File: src/rtl/bs_pkg.sv
// bs_pkg: sizes and shared types for the bubble sorter
// no dependencies; imported by every module of the block
`timescale 1ns / 1ps
`default_nettype none

package bs_pkg;

    localparam int DATA_W       = 32;
    localparam int MAX_ELEMENTS = 16;
    localparam int ADDR_W       = (MAX_ELEMENTS > 1) ? $clog2(MAX_ELEMENTS) : 1;
    localparam int CNT_W        = $clog2(MAX_ELEMENTS + 1);
    localparam int QUEUE_DEPTH  = 2;
    localparam int QPTR_W       = $clog2(QUEUE_DEPTH);
    localparam int QCNT_W       = $clog2(QUEUE_DEPTH + 1);

    // command from front to back
    typedef struct packed {
        logic signed [DATA_W-1:0] value;
        logic                     store;  // value goes into the element store
        logic                     last;   // set ends here, sort and emit
        logic                     ovf;    // set dropped items (valid with last)
        logic                     desc;   // order in force (valid with last)
    } t_cmd;

endpackage

`default_nettype wire

File: src/rtl/bubble_sorter.sv
// bubble_sorter: top level, front end, command queue and sort back end
// depends on bs_pkg, bs_front, bs_queue, bs_back
`timescale 1ns / 1ps
`default_nettype none

// usage
//   input: an item (i_value, i_last_in) is taken at a clock edge with start high
//   and busy low. items of a set are stored; the one with i_last_in high ends
//   the set. once MAX_ELEMENTS values are held, further values of the set are
//   dropped and the whole set's results carry o_overflowed.
//   config: i_cfg_data picks the order (0 ascending, 1 descending), written on
//   i_cfg_valid with o_cfg_ready (always high); the value held when the last
//   item of a set is taken applies to that set. write it only while idle.
//   results: one per stored value, in order, each on o_sorted_value for one
//   cycle with o_result_valid; o_last_out marks the final one. the receiver
//   cannot stall, so results leave at one per cycle.
//   timing: items load at one per cycle through a two-deep queue; busy rises
//   when that queue is full, e.g. while the back end sorts or emits.
//   after the last item of a set, the sequencer runs compare passes, one compare
//   per cycle on the single store read port, then emits the results.
//   reset: synchronous, active low; clears set count, overflow, order (ascending)
//   and the queue. the element store holds no reset value.

module bubble_sorter (
    input  wire logic                             i_clk,
    input  wire logic                             i_rst_n,
    input  wire logic                             start,
    output logic                                  busy,
    input  wire logic signed [bs_pkg::DATA_W-1:0] i_value,
    input  wire logic                             i_last_in,
    input  wire logic                             i_cfg_valid,
    output logic                                  o_cfg_ready,
    input  wire logic                             i_cfg_data,
    output logic                                  o_result_valid,
    output logic signed [bs_pkg::DATA_W-1:0]      o_sorted_value,
    output logic                                  o_last_out,
    output logic                                  o_overflowed
);
    import bs_pkg::*;

    // front to queue
    logic push;
    t_cmd push_cmd;
    logic q_full;
    // queue to back
    logic pop;
    t_cmd pop_cmd;
    logic q_empty;

    // front: accepts items, decides store or drop, ends sets
    bs_front u_front (
        .i_clk       (i_clk),
        .i_rst_n     (i_rst_n),
        .start       (start),
        .busy        (busy),
        .i_value     (i_value),
        .i_last_in   (i_last_in),
        .i_cfg_valid (i_cfg_valid),
        .o_cfg_ready (o_cfg_ready),
        .i_cfg_data  (i_cfg_data),
        .i_q_full    (q_full),
        .o_push      (push),
        .o_cmd       (push_cmd)
    );

    // decouples item intake from the sort sequencer
    bs_queue u_queue (
        .i_clk   (i_clk),
        .i_rst_n (i_rst_n),
        .i_push  (push),
        .i_cmd   (push_cmd),
        .o_full  (q_full),
        .i_pop   (pop),
        .o_cmd   (pop_cmd),
        .o_empty (q_empty)
    );

    // back: fills the store, runs bubble passes, streams the results
    bs_back u_back (
        .i_clk          (i_clk),
        .i_rst_n        (i_rst_n),
        .i_q_empty      (q_empty),
        .i_cmd          (pop_cmd),
        .o_pop          (pop),
        .o_result_valid (o_result_valid),
        .o_sorted_value (o_sorted_value),
        .o_last_out     (o_last_out),
        .o_overflowed   (o_overflowed)
    );

endmodule

`default_nettype wire

File: src/rtl/bs_front.sv
// bs_front: takes items, tracks set fill and overflow, issues commands
// depends on bs_pkg
`timescale 1ns / 1ps
`default_nettype none

module bs_front (
    input  wire logic                         i_clk,
    input  wire logic                         i_rst_n,
    input  wire logic                         start,
    output logic                              busy,
    input  wire logic signed [bs_pkg::DATA_W-1:0] i_value,
    input  wire logic                         i_last_in,
    input  wire logic                         i_cfg_valid,
    output logic                              o_cfg_ready,
    input  wire logic                         i_cfg_data,
    input  wire logic                         i_q_full,
    output logic                              o_push,
    output bs_pkg::t_cmd                      o_cmd
);
    import bs_pkg::*;

    logic [CNT_W-1:0] r_cnt, n_cnt;
    logic             r_ovf, n_ovf;
    logic             r_desc;
    logic             accept;
    logic             fits;

    assign busy        = i_q_full;
    assign o_cfg_ready = 1'b1;
    assign accept      = start && !busy;
    assign fits        = r_cnt < CNT_W'(MAX_ELEMENTS);

    always_comb begin
        n_cnt = r_cnt;
        n_ovf = r_ovf;
        if (accept) begin
            if (i_last_in) begin
                n_cnt = '0;
                n_ovf = 1'b0;
            end else if (fits) begin
                n_cnt = r_cnt + CNT_W'(1);
            end else begin
                n_ovf = 1'b1;
            end
        end
    end

    // dropped items that do not end the set make no command
    assign o_push      = accept && (fits || i_last_in);
    assign o_cmd.value = i_value;
    assign o_cmd.store = fits;
    assign o_cmd.last  = i_last_in;
    assign o_cmd.ovf   = r_ovf || !fits;
    assign o_cmd.desc  = r_desc;

    always_ff @(posedge i_clk) begin
        if (!i_rst_n) begin
            r_cnt  <= '0;
            r_ovf  <= 1'b0;
            r_desc <= 1'b0;
        end else begin
            r_cnt <= n_cnt;
            r_ovf <= n_ovf;
            if (i_cfg_valid && o_cfg_ready) begin
                r_desc <= i_cfg_data;
            end
        end
    end

endmodule

`default_nettype wire

File: src/rtl/bs_queue.sv
// bs_queue: short command queue between front and back
// depends on bs_pkg
`timescale 1ns / 1ps
`default_nettype none

module bs_queue (
    input  wire logic   i_clk,
    input  wire logic   i_rst_n,
    input  wire logic   i_push,
    input  bs_pkg::t_cmd i_cmd,
    output logic        o_full,
    input  wire logic   i_pop,
    output bs_pkg::t_cmd o_cmd,
    output logic        o_empty
);
    import bs_pkg::*;

    t_cmd              r_slot [QUEUE_DEPTH];
    logic [QPTR_W-1:0] r_wr_ptr, r_rd_ptr;
    logic [QCNT_W-1:0] r_count;
    logic              do_push, do_pop;

    assign o_full  = r_count == QCNT_W'(QUEUE_DEPTH);
    assign o_empty = r_count == '0;
    assign o_cmd   = r_slot[r_rd_ptr];
    assign do_push = i_push && !o_full;
    assign do_pop  = i_pop && !o_empty;

    always_ff @(posedge i_clk) begin
        if (do_push) begin
            r_slot[r_wr_ptr] <= i_cmd;
        end
    end

    always_ff @(posedge i_clk) begin
        if (!i_rst_n) begin
            r_wr_ptr <= '0;
            r_rd_ptr <= '0;
            r_count  <= '0;
        end else begin
            if (do_push) begin
                r_wr_ptr <= (r_wr_ptr == QPTR_W'(QUEUE_DEPTH - 1)) ? '0
                                                                    : r_wr_ptr + QPTR_W'(1);
            end
            if (do_pop) begin
                r_rd_ptr <= (r_rd_ptr == QPTR_W'(QUEUE_DEPTH - 1)) ? '0
                                                                    : r_rd_ptr + QPTR_W'(1);
            end
            case ({do_push, do_pop})
                2'b10:   r_count <= r_count + QCNT_W'(1);
                2'b01:   r_count <= r_count - QCNT_W'(1);
                default: r_count <= r_count;
            endcase
        end
    end

endmodule

`default_nettype wire

File: src/rtl/bs_back.sv
// bs_back: element store, bubble sort sequencer and result emission
// depends on bs_pkg
`timescale 1ns / 1ps
`default_nettype none

module bs_back (
    input  wire logic                     i_clk,
    input  wire logic                     i_rst_n,
    input  wire logic                     i_q_empty,
    input  bs_pkg::t_cmd                  i_cmd,
    output logic                          o_pop,
    output logic                          o_result_valid,
    output logic signed [bs_pkg::DATA_W-1:0] o_sorted_value,
    output logic                          o_last_out,
    output logic                          o_overflowed
);
    import bs_pkg::*;

    typedef enum logic [5:0] {
        S_LOAD = 6'b000001,
        S_RD0  = 6'b000010,
        S_RD1  = 6'b000100,
        S_CMP  = 6'b001000,
        S_WB   = 6'b010000,
        S_EMIT = 6'b100000
    } t_state;

    logic signed [DATA_W-1:0] r_mem [MAX_ELEMENTS];
    logic signed [DATA_W-1:0] r_rd_data;

    t_state                   r_state, n_state;
    logic [CNT_W-1:0]         r_cnt, n_cnt;
    logic [CNT_W-1:0]         r_n, n_n;
    logic [CNT_W-1:0]         r_len, n_len;
    logic [ADDR_W-1:0]        r_k, n_k;
    logic [ADDR_W-1:0]        r_e, n_e;
    logic signed [DATA_W-1:0] r_carry, n_carry;
    logic                     r_desc, n_desc;
    logic                     r_ovf, n_ovf;
    logic                     r_out_vld, n_out_vld;
    logic                     r_out_last, n_out_last;
    logic                     r_out_ovf, n_out_ovf;

    logic                     mem_we;
    logic [ADDR_W-1:0]        mem_waddr;
    logic signed [DATA_W-1:0] mem_wdata;
    logic [ADDR_W-1:0]        rd_addr;
    logic [CNT_W-1:0]         cnt_new;
    logic                     swap;

    // strictly out of order only, so equal values keep their place
    assign swap = r_desc ? (r_carry < r_rd_data) : (r_carry > r_rd_data);
    assign cnt_new = r_cnt + CNT_W'(i_cmd.store);

    always_comb begin
        n_state    = r_state;
        n_cnt      = r_cnt;
        n_n        = r_n;
        n_len      = r_len;
        n_k        = r_k;
        n_e        = r_e;
        n_carry    = r_carry;
        n_desc     = r_desc;
        n_ovf      = r_ovf;
        n_out_vld  = 1'b0;
        n_out_last = 1'b0;
        n_out_ovf  = r_ovf;
        mem_we     = 1'b0;
        mem_waddr  = r_k;
        mem_wdata  = r_carry;
        rd_addr    = '0;
        o_pop      = 1'b0;
        case (r_state)
            S_LOAD: begin
                if (!i_q_empty) begin
                    o_pop = 1'b1;
                    if (i_cmd.store) begin
                        mem_we    = 1'b1;
                        mem_waddr = r_cnt[ADDR_W-1:0];
                        mem_wdata = i_cmd.value;
                    end
                    if (i_cmd.last) begin
                        n_n     = cnt_new;
                        n_len   = cnt_new;
                        n_ovf   = i_cmd.ovf;
                        n_desc  = i_cmd.desc;
                        n_cnt   = '0;
                        n_e     = '0;
                        n_state = (cnt_new >= CNT_W'(2)) ? S_RD0 : S_EMIT;
                    end else begin
                        n_cnt = cnt_new;
                    end
                end
            end
            S_RD0: begin
                rd_addr = '0;
                n_state = S_RD1;
            end
            S_RD1: begin
                // element 0 becomes the bubble, element 1 is on its way
                rd_addr = ADDR_W'(1);
                n_carry = r_rd_data;
                n_k     = '0;
                n_state = S_CMP;
            end
            S_CMP: begin
                mem_we    = 1'b1;
                mem_waddr = r_k;
                mem_wdata = swap ? r_rd_data : r_carry;
                n_carry   = swap ? r_carry : r_rd_data;
                rd_addr   = r_k + ADDR_W'(2);
                n_k       = r_k + ADDR_W'(1);
                if (CNT_W'(r_k) + CNT_W'(2) == r_len) begin
                    n_state = S_WB;
                end
            end
            S_WB: begin
                // bubble settles at the end of this pass
                mem_we    = 1'b1;
                mem_waddr = ADDR_W'(r_len - CNT_W'(1));
                mem_wdata = r_carry;
                n_len     = r_len - CNT_W'(1);
                n_e       = '0;
                n_state   = (r_len > CNT_W'(2)) ? S_RD0 : S_EMIT;
            end
            S_EMIT: begin
                rd_addr    = r_e;
                n_out_vld  = 1'b1;
                n_out_last = (CNT_W'(r_e) + CNT_W'(1)) == r_n;
                n_e        = r_e + ADDR_W'(1);
                if (n_out_last) begin
                    n_state = S_LOAD;
                end
            end
            default: begin
                n_state = S_LOAD;
            end
        endcase
    end

    always_ff @(posedge i_clk) begin
        if (mem_we) begin
            r_mem[mem_waddr] <= mem_wdata;
        end
        r_rd_data <= r_mem[rd_addr];
    end

    always_ff @(posedge i_clk) begin
        if (!i_rst_n) begin
            r_state   <= S_LOAD;
            r_cnt     <= '0;
            r_out_vld <= 1'b0;
        end else begin
            r_state   <= n_state;
            r_cnt     <= n_cnt;
            r_out_vld <= n_out_vld;
        end
    end

    always_ff @(posedge i_clk) begin
        r_n        <= n_n;
        r_len      <= n_len;
        r_k        <= n_k;
        r_e        <= n_e;
        r_carry    <= n_carry;
        r_desc     <= n_desc;
        r_ovf      <= n_ovf;
        r_out_last <= n_out_last;
        r_out_ovf  <= n_out_ovf;
    end

    assign o_result_valid = r_out_vld;
    assign o_sorted_value = r_rd_data;
    assign o_last_out     = r_out_vld && r_out_last;
    assign o_overflowed   = r_out_vld && r_out_ovf;

`ifndef SYNTHESIS
    a_result_from_emit: assert property (@(posedge i_clk) disable iff (!i_rst_n)
        r_out_vld |-> $past(r_state == S_EMIT))
        else $error("result without emit read");
    a_pop_only_loading: assert property (@(posedge i_clk) disable iff (!i_rst_n)
        o_pop |-> (r_state == S_LOAD) && !i_q_empty)
        else $error("queue popped outside load");
    a_cmp_pass_length: assert property (@(posedge i_clk) disable iff (!i_rst_n)
        (r_state == S_CMP) |-> (r_len >= CNT_W'(2)) && (CNT_W'(r_k) + CNT_W'(2) <= r_len))
        else $error("compare outside pass");
    a_store_bound: assert property (@(posedge i_clk) disable iff (!i_rst_n)
        (r_state == S_LOAD && o_pop && i_cmd.store) |-> (r_cnt < CNT_W'(MAX_ELEMENTS)))
        else $error("store beyond capacity");
    a_set_ends_in_load: assert property (@(posedge i_clk) disable iff (!i_rst_n)
        (r_state == S_EMIT && n_out_last) |=> (r_state == S_LOAD) && r_out_vld)
        else $error("final result not followed by load");
`endif

endmodule

`default_nettype wire
File: config.mk
export PLATFORM = sky130hd
export DESIGN_NAME = bubble_sorter
export DESIGN_NICKNAME = d
export VERILOG_FILES = /design/src/rtl/bs_pkg.sv /design/src/rtl/bubble_sorter.sv /design/src/rtl/bs_front.sv /design/src/rtl/bs_queue.sv /design/src/rtl/bs_back.sv
export SDC_FILE = /design/constraint.sdc
export NUM_CORES = 1
export LEC_CHECK = 0
export BUFFER_PORTS_ARGS = -buffer_cell sky130_fd_sc_hd__buf_2
export CAP_MARGIN = 10
export CORE_ASPECT_RATIO = 0.8
export CORE_MARGIN = 5
export CORE_UTILIZATION = 41
export CTS_CLUSTER_SIZE = 28
export DETAILED_ROUTE_END_ITERATION = 8
export SLEW_MARGIN = 40
export SYNTH_ARGS = -nofsm -noshare
export SYNTH_HDL_FRONTEND = slang
export SYNTH_HIERARCHICAL = 1
export SYNTH_SLANG_ARGS = --single-unit
File: constraint.sdc
create_clock -name i_clk -period 4.34 [get_ports i_clk]
set_input_delay 0.651 -clock i_clk [delete_from_list [all_inputs] [get_ports i_clk]]
set_output_delay 0.651 -clock i_clk [all_outputs]
set_load 0.01 [all_outputs]
==> results.cfg, run 1 <==
[layout]
multi_input_area_sq_um = 7536
fillCellCount = 5958
area_delta_synth_final_pct = 13.30
diodes = 0
drive_above_1_share_pct = 14.11
area.sequential_sq_um = 20260
final_area_sq_um = 32480
layout.nets = 2165

[setup_path]
worstPathMaxFanout = 21
cp-end-kind = flop
crit_required_ns = 4.66
ff2ff_path_depth = 11
start_kind = flop
critPathKind = reg2reg
cp.arrival_ns = 4.09

[global_routing]
grt_pass1_vias = 16448
track_usage_pct = 18.21
grt_max_degree = 81
grt-ovfl-total = 0
grt_pass1_wl_um = 104100
antenna_found_initial = 0

[timing]
timing.final.crit_share_pct = 86.77
skew_ns = 0.02722
slew_viol_final = 0
slew_headroom_pct = 45.76
rsz0062_at_grt = false
max_freq_mhz = 265.5
min_period_ns = 3.766
fin_tns_setup_ns = 0
setup_viol = 0
whs_ns = 0.2291
tightest_slew_ns = 0.8118
hold_viol_final = 0

[floorplan]
die_y_um = 246.5
die_x_um = 305.6
boundaryPins = 75
core-area_sq_um = 69080
rows = 86
start_util_pct = 41.50
fp.dieArea_sq_um = 75340

[clock_network]
clk_pin_slew_worst_paths_ns = 0.06
cts_num_sinks = 694
post_cts_buffers = 0
cts_root_buf = clkbuf_16
cts_buffers = 68
cts_tree = done
worstSkewPairLatency_ns = 0.61
clock_path_buffers = 3
hold_buffers = 0
cts_resized = 0
cts-htree-levels = 3

[synthesis]
yosysMostFrequentCell = edfxtp_1
syn_nets = 2129
synth.top_cell.area_share_pct = 66.62
synth_xor_area_share_pct = 0.7332
synth_compound_area_share_pct = 11.65
ys_seq_area_share_pct = 70.67
async_flop_share_pct = 0
yosys.area_share.simple_pct = 9.903
yosysTopAreaCell = edfxtp_1
synth_fa_ha_area_share_pct = 1.789
synth-edff-count = 636
synthFlopType = edfxtp_1
ys_types = 71
synth_area_sq_um = 28670
yosys_warnings = 6
ys_ff_latch = 694
synth_top_family_by_area = compound AO/OA/AOI/OAI gates
synth_common_cells = 636 x edfxtp_1, 283 x nand2_1, 162 x a211oi_1
syn_inst = 2050
synth_mux_area_share_pct = 1.567
yosys-top-cells-area = edfxtp_1 67%, a211oi_1 4.2%, dfxtp_1 4.1%
avgSynthCellArea_sq_um = 13.98

[flow_run]
drv_cap = 0

[power_and_ir_drop]
p_leak_uw = 0.01105
seqPwrFrac_pct = 48.1
ir_drop_mv = 0.3840
p_sw_share_pct = 29.26
netSwitchingPower_uw = 5585
clkPwrFrac_pct = 30.6
power_frac_comb_pct = 21.4
p_int_uw = 13500
power_density_nw_per_um2 = 587.7

[route]
via_per_inst = 5.561
m1WireLength_um = 31770
drt-total-wl_um = 70180
ant_nets = 0
wl_met3_um = 4743
dr.max_layer_used = met4
vias = 17043
wl_met2_um = 31850
wl_per_cell_um = 22.90
drtIter0Drc = 1578
drt-pass1-iter-count = 5
drc = 0

[place]
port_buffers = 73
dp_hpwl_um = 41120
dpl_cell_area_sq_um = 30260
finalWeightedCongestion = 0.7783

[run_status]
status = complete, no violations

[min_path]
min-delay-path-class = in2reg
hold_depth = 1
final cells by class:
| cell class | instances | share of cell area [%] |
|---|---|---|
| Clock inverter | 31 | 0.9437 |
| Inverter | 46 | 0.5316 |
| Clock buffer | 94 | 5.828 |
| Sequential cell | 694 | 62.37 |
| Timing Repair Buffer | 132 | 3.563 |
| Tap cell | 924 | 3.559 |
| Multi-Input combinational cell | 1144 | 23.20 |
power groups by stage:
stage | clock network, uW | logic (uW) | registers (uW)
finish | 5830 | 4080 | 9180
global route | 6230 | 4470 | 9240
CTS | 5950 | 4110 | 9180
detailed placement | 0 | 4080 | 9320
global placement | 0 | 4020 | 9270
floorplan | 0 | 2490 | 9290
worst paths after layout:
kind	from	endpoint	slack, ns
setup / recovery	u_back/o_sorted_value[27]	u_back/r_mem[9][26]	0.57
hold / removal	i_value[20]	u_queue/r_slot[0][24]	0.23
setup reg to reg	u_back/o_sorted_value[27]	u_back/r_mem[9][26]	0.57
hold reg to reg	u_back/n_out_ovf	u_back/r_out_ovf	0.34
flip-flops by register name, indices dropped and copies added, names as in the netlist, 2 cells and up, named ones only:
register and count:
u_back/r_carry 32, u_queue/r_count 2, u_back/r_cnt 5, u_back/r_e 4, u_front/r_cnt 5, u_back/r_k 4
u_back/r_len 5, u_back/r_mem 512, u_back/o_sorted_value 32, u_back/r_state 6, u_back/r_n 5, u_queue/r_slot 72
through the flow:
stage               instances  power [uW]  utilization, %  setup slack [ns]
finish                   3065       19090           47.02            0.5741
detailed placement       2937       13400           43.80            0.2069
floorplan                2050       11780               -            0.4978
global route             3065       19940           47.02            0.3993
CTS                      3062       19240           46.99            0.1622
global placement         2936       13290           43.77            0.2836
layout by cell type (no fill, tap or decap), drive strengths merged, types with 7 or more instances in the layout:
cell type  instances
edfxtp           636
nand2            285
a211oi           162
and2             138
buf              132
clkbuf            94
a21oi             87
a31oi             68
a311oi            64
dfxtp             58
inv               49
nor2              48
ha                41
mux2              36
a221o             35
and3              34
clkinv            22
o21ai             14
xor2              12
xnor2             12
nand2b            11
nand3             10
nor3               8
nor2b              8
nand4              7
nand3b             7
metal layers:
metal / vias to the layer above / track usage [%]
met3: 96 / 4.315
li1: 7863 / -
met4: 0 / 5.260
met1: 8586 / 25.88
met2: 498 / 28.21
met5: - / 0
critical path: stages (launching register included):
cell and delay, ns:
dfxtp_1 0.38, inv_1 0.06, ha_1 0.28, and2_1 0.14, nand4_1 0.22, nor4_2 0.46
o32ai_1 0.18, or3_4 0.37, o21a_4 0.15, o311ai_4 0.26, buf_4 0.37, a221o_1 0.57
logic make-up (layout without fill, tap and decap cells):
kind of cell / after synthesis / count (layout)
AOI/OAI and AO/OA: 461 / 461
and+or+nand+nor: 577 / 577
other: 1 / 1
xor gates and xnor gates: 24 / 24
DFF: 694 / 694
adders and majority gates: 41 / 41
muxes: 40 / 40
buffers and inverters: 212 / 303
Note: power is estimated with default switching activity, not from simulation.
==> run 2: changes to the inputs <==
Settings changed: HOLD_SLACK_MARGIN set to 0.15, PLACE_DENSITY_LB_ADDON set to 0.05.
==> results.cfg, run 2 (synthesis gave the netlist of run 1 again) <==
[run_status]
status = complete, no violations

[route]
drt-total-wl_um = 76220
drtIter0Drc = 1256
drt-pass1-iter-count = 7
vias = 16920
drc = 0
wl_per_cell_um = 24.76
ant_nets = 0
via_per_inst = 5.497

[layout]
largest_reg_flops = 512
final_common_cell = edfxtp_1
area_delta_synth_final_pct = 13.73
layout.nets = 2177
fin_cells = 3078
drive_above_1_share_pct = 14.58
top_register = u_back/r_mem
fillCellCount = 6113
diodes = 0
final_area_sq_um = 32610
largest_registers = u_back/r_mem (512), u_queue/r_slot (72)
final_cell_mix = 636 x edfxtp_1, 282 x nand2_1, 162 x a211oi_1

[setup_path]
rr_startpoint = u_back/o_sorted_value[25]
critPathLaunch = u_back/o_sorted_value[25]
critPathKind = reg2reg
r2r_end = u_back/r_mem[1][25]
worstPathMaxFanout = 16
reg2reg_slack_ns = 0.61
start_kind = flop
crit_required_ns = 4.65
endpoint = u_back/r_mem[1][25]
ff2ff_path_depth = 10
cp.arrival_ns = 4.04
cp-end-kind = flop

[clock_network]
clk_pin_slew_worst_paths_ns = 0.06
cts-htree-levels = 3
post_cts_buffers = 0
cts_tree = done
worstSkewPairLatency_ns = 0.61
clock_path_buffers = 3
cts_resized = 0
cts_buffers = 74
cts_root_buf = clkbuf_16
hold_buffers = 0
cts_num_sinks = 694

[floorplan]
start_util_pct = 41.50
fp.dieArea_sq_um = 75340
die_x_um = 305.6
boundaryPins = 75
die_y_um = 246.5
core-area_sq_um = 69080
rows = 86

[global_routing]
grt_pass1_wl_um = 110800
grt_max_degree = 82
grt-ovfl-total = 0
antenna_found_initial = 1
grt_pass1_vias = 16497
track_usage_pct = 19.85

[timing]
hold_viol_final = 0
fin_tns_setup_ns = 0
setup_viol = 0
min_period_ns = 3.726
slew_viol_final = 0
rsz0062_at_grt = false
tightest_slew_ns = 0.6409
max_freq_mhz = 268.4
skew_ns = 0.02122
timing.final.crit_share_pct = 85.84
slew_headroom_pct = 57.26

[power_and_ir_drop]
power_density_nw_per_um2 = 595.7
ir_drop_mv = 0.3936
p_leak_uw = 0.01113

[min_path]
min-delay-path-class = in2reg

[place]
finalWeightedCongestion = 0.7894
port_buffers = 73
dp_hpwl_um = 44530
placed_cells = 2946
dpl_cell_area_sq_um = 30290

[flow_run]
drv_cap = 0
-- run 2: area by class of cell --
class	instances	area (sq um)	share of cell area, %
clock inverters	39	319.1	0.9785
inverters	46	172.7	0.5295
repair buffers	138	1166	3.576
well taps	924	1156	3.546
multi-input cells	1144	7536	23.11
flip-flops and latches	694	20260	62.14
clock buffers	93	1996	6.120
-- run 2: worst min path at each step --
stage	startpoint	to	slack, ns	cells after the start
after CTS	i_value[5]	u_queue/r_slot[0][9]	0.20	1
final	i_value[5]	u_queue/r_slot[0][9]	0.23	1
after global routing	i_value[10]	u_queue/r_slot[1][14]	0.21	1
after floorplan	u_back/n_out_ovf	u_back/r_out_ovf	0.32	0
after detailed placement	u_back/n_out_ovf	u_back/r_out_ovf	0.33	0
after global placement	u_back/n_out_ovf	u_back/r_out_ovf	0.33	0
-- run 2: metrics by stage --
step                      utilization [%]  power [uW]  hold slack (ns)  setup slack, ns
final                               47.20       19420           0.2295           0.6145
after global routing                47.20       20350           0.2116           0.3075
after CTS                           47.20       19700           0.1952           0.5869
after detailed placement            43.85       13590           0.3288           0.6058
after global placement              43.84       13530           0.3290           0.6827
after floorplan                         -       11780           0.3233           0.4978
-- run 2: metal layers --
| layer | vias up | GRT usage [%] | part of all wire (%) |
|---|---|---|---|
| met2 | 345 | 32.06 | 47 |
| li1 | 7886 | - | - |
| met5 | - | 0 | 0 |
| met3 | 106 | 2.836 | 4.0 |
| met1 | 8583 | 28.31 | 46 |
| met4 | 0 | 5.700 | 2.8 |
-- run 2: worst max-delay path: stages (launching register included) --
cell and delay [ns]:
dfxtp_1 0.57, inv_1 0.09, ha_1 0.31, nand4_1 0.15, nor4_2 0.38, o32ai_1 0.18, o21ai_1 0.27, o21a_4 0.21
mux2i_4 0.47, buf_4 0.23, a221o_1 0.56
-- run 2: power breakdown --
part | switching (uW) | internal [uW] | leakage, uW
logic | 2860 | 1280 | 0.00375
clock network | 2520 | 3550 | 0.00113
registers | 371 | 8850 | 0.00624
==> run 3: changes to the inputs <==
Settings changed: ABC_AREA set to 1, SKIP_CTS_REPAIR_TIMING set to 1.
==> results.cfg, run 3 <==
[timing]
slew_viol_final = 0
slew_headroom_pct = 46.24
max_freq_mhz = 273.3
hold_viol_final = 0
rsz0062_at_grt = false
setup_viol = 0
skew_ns = 0.02443
fin_tns_setup_ns = 0
tightest_slew_ns = 0.8045
timing.final.crit_share_pct = 84.32
min_period_ns = 3.660

[route]
drt-total-wl_um = 79080
drtIter0Drc = 1401
vias = 18728
drt-pass1-iter-count = 5
drc = 0
wl_per_cell_um = 21.75
via_per_inst = 5.151
ant_nets = 0

[setup_path]
start_kind = flop
cp_top_family = simple AND/OR/NAND/NOR gates
cpMaxStageDelayCell = buf_4
critPathKind = reg2reg
worstPathMaxFanout = 29
worst-path-buf-inv = 3
cp-end-kind = flop
reg2reg_slack_ns = 0.68
timing.critical_path.mode_cell = nand2_1
cp.arrival_ns = 3.85
cp_cell_sequence = inv_1 > ha_1 > nand2_1 > nor2_1 > nand4_1 > nor2_1 > nand2_1 > nand3_1 > nand3_1 > buf_4 > nand2_1 > buf_4 > nand2_1 > nand3_1 > nand2_1
max_stage_delay_ns = 0.47
crit_required_ns = 4.53

[layout]
diodes = 0
area_delta_synth_final_pct = 11.84
final_common_cell = edfxtp_1
largest_reg_flops = 512
largest_registers = u_back/r_mem (512), u_queue/r_slot (72)
multi_input_area_sq_um = 7420
final_cell_mix = 636 x edfxtp_1, 407 x inv_1, 366 x nand2_1
drive_above_1_share_pct = 11.52
layout.nets = 2712
fillCellCount = 6579
top_register = u_back/r_mem
final_area_sq_um = 33670
area.sequential_sq_um = 20260

[clock_network]
cts_tree = done
worstSkewPairLatency_ns = 0.63
clock_path_buffers = 3
cts_num_sinks = 694
cts_root_buf = clkbuf_16
cts-htree-levels = 3
cts_buffers = 73
clk_pin_slew_worst_paths_ns = 0.06

[floorplan]
fp.dieArea_sq_um = 78970
start_util_pct = 41.55
rows = 88
die_x_um = 312.9
die_y_um = 252.4
core-area_sq_um = 72450
boundaryPins = 75

[place]
dp_hpwl_um = 48320
port_buffers = 73
finalWeightedCongestion = 0.8293
dpl_cell_area_sq_um = 31390

[synthesis]
yosysMostFrequentCell = edfxtp_1
yosys_warnings = 6
synth-edff-count = 636
ys_types = 44
synth.top_cell.area_share_pct = 63.44
synth_area_sq_um = 30100
synth_common_cells = 636 x edfxtp_1, 408 x inv_1, 366 x nand2_1
async_flop_share_pct = 0
yosysTopAreaCell = edfxtp_1
synthFlopType = edfxtp_1
syn_inst = 2593
ys_seq_area_share_pct = 67.30
yosys-top-cells-area = edfxtp_1 63%, inv_1 5.1%, nand3_1 4.7%
avgSynthCellArea_sq_um = 11.61
syn_nets = 2672
ys_ff_latch = 694

[run_status]
status = complete, no violations

[min_path]
min-delay-path-class = in2reg

[power_and_ir_drop]
power_density_nw_per_um2 = 629.3
power_uw = 21190
ir_drop_mv = 0.3698
p_leak_uw = 0.01268

[global_routing]
grt_pass1_vias = 17995
grt-ovfl-total = 0
grt_pass1_wl_um = 117300
antenna_found_initial = 0
track_usage_pct = 19.78
grt_max_degree = 128

[flow_run]
drv_cap = 0
[run 3: changes by cell type after synthesis, sizes merged, moves of 68 or more]
cell,previous run,this run
nand2,285,368
clkbuf,81,13
a21oi,87,173
and2,138,0
nand3,10,285
o211ai,2,130
inv,46,420
o21ai,14,156
a211oi,162,0
[run 3: kinds of logic after synthesis]
logic type	synth area share, %
and+or+nand+nor	10.90
DFF	67.30
buffers and inverters	8.600
AOI/OAI and AO/OA	9.315
adders and majority gates	1.704
muxes	1.758
xor gates and xnor gates	0.4073
other	0.01246
[run 3: final timing paths]
check	from	end	cells past startpoint
worst max-delay path	u_back/o_sorted_value[23]	u_back/r_mem[4][19]	15
worst min-delay path	i_value[15]	u_queue/r_slot[0][19]	1
worst max register to register	u_back/o_sorted_value[23]	u_back/r_mem[4][19]	15
worst min register to register	u_back/n_out_ovf	u_back/r_out_ovf	0
[run 3: final cells by class]
class                      instances  share of cell area, %
tap                              945                  3.512
timing repair buffer             128                  2.802
clock buffer                     104                  6.110
multi-input combinational       1315                  22.04
sequential                       694                  60.18
inverter                         421                  4.701
clock inverter                    29                 0.6541
[run 3: where the power goes]
part	internal (uW)	switching, uW
Combinational	1410	4060
Clock	3430	2560
Sequential	9360	364
Total	14200	6990
[run 3: metal layers]
layer	global-route usage, %	routed length [um]	part of all wire [%]
met5	0	0	0
met4	5.921	2183	2.8
met3	2.722	2756	3.5
met2	33.38	38340	48
met1	26.95	35800	45
[run 3: metrics by stage]
step	hold slack [ns]	cells	util (%)	setup WS, ns
floorplan	0.3233	2593	-	0.3251
detailed placement	0.3321	3503	43.33	0.7597
finish	0.2151	3636	46.47	0.6804
CTS	0.1702	3636	46.47	0.7330
global route	0.1773	3636	46.47	0.5068
global placement	0.3393	3501	43.25	0.8231
[run 3: worst register-to-register path: stages (launching register included)]
cell and delay, ns:
dfxtp_1 0.37, inv_1 0.08, ha_1 0.30, nand2_1 0.07, nor2_1 0.14, nand4_1 0.24
nor2_1 0.32, nand2_1 0.13, nand3_1 0.09, nand3_1 0.07, buf_4 0.20, nand2_1 0.15
buf_4 0.47, nand2_1 0.11, nand3_1 0.09, nand2_1 0.38
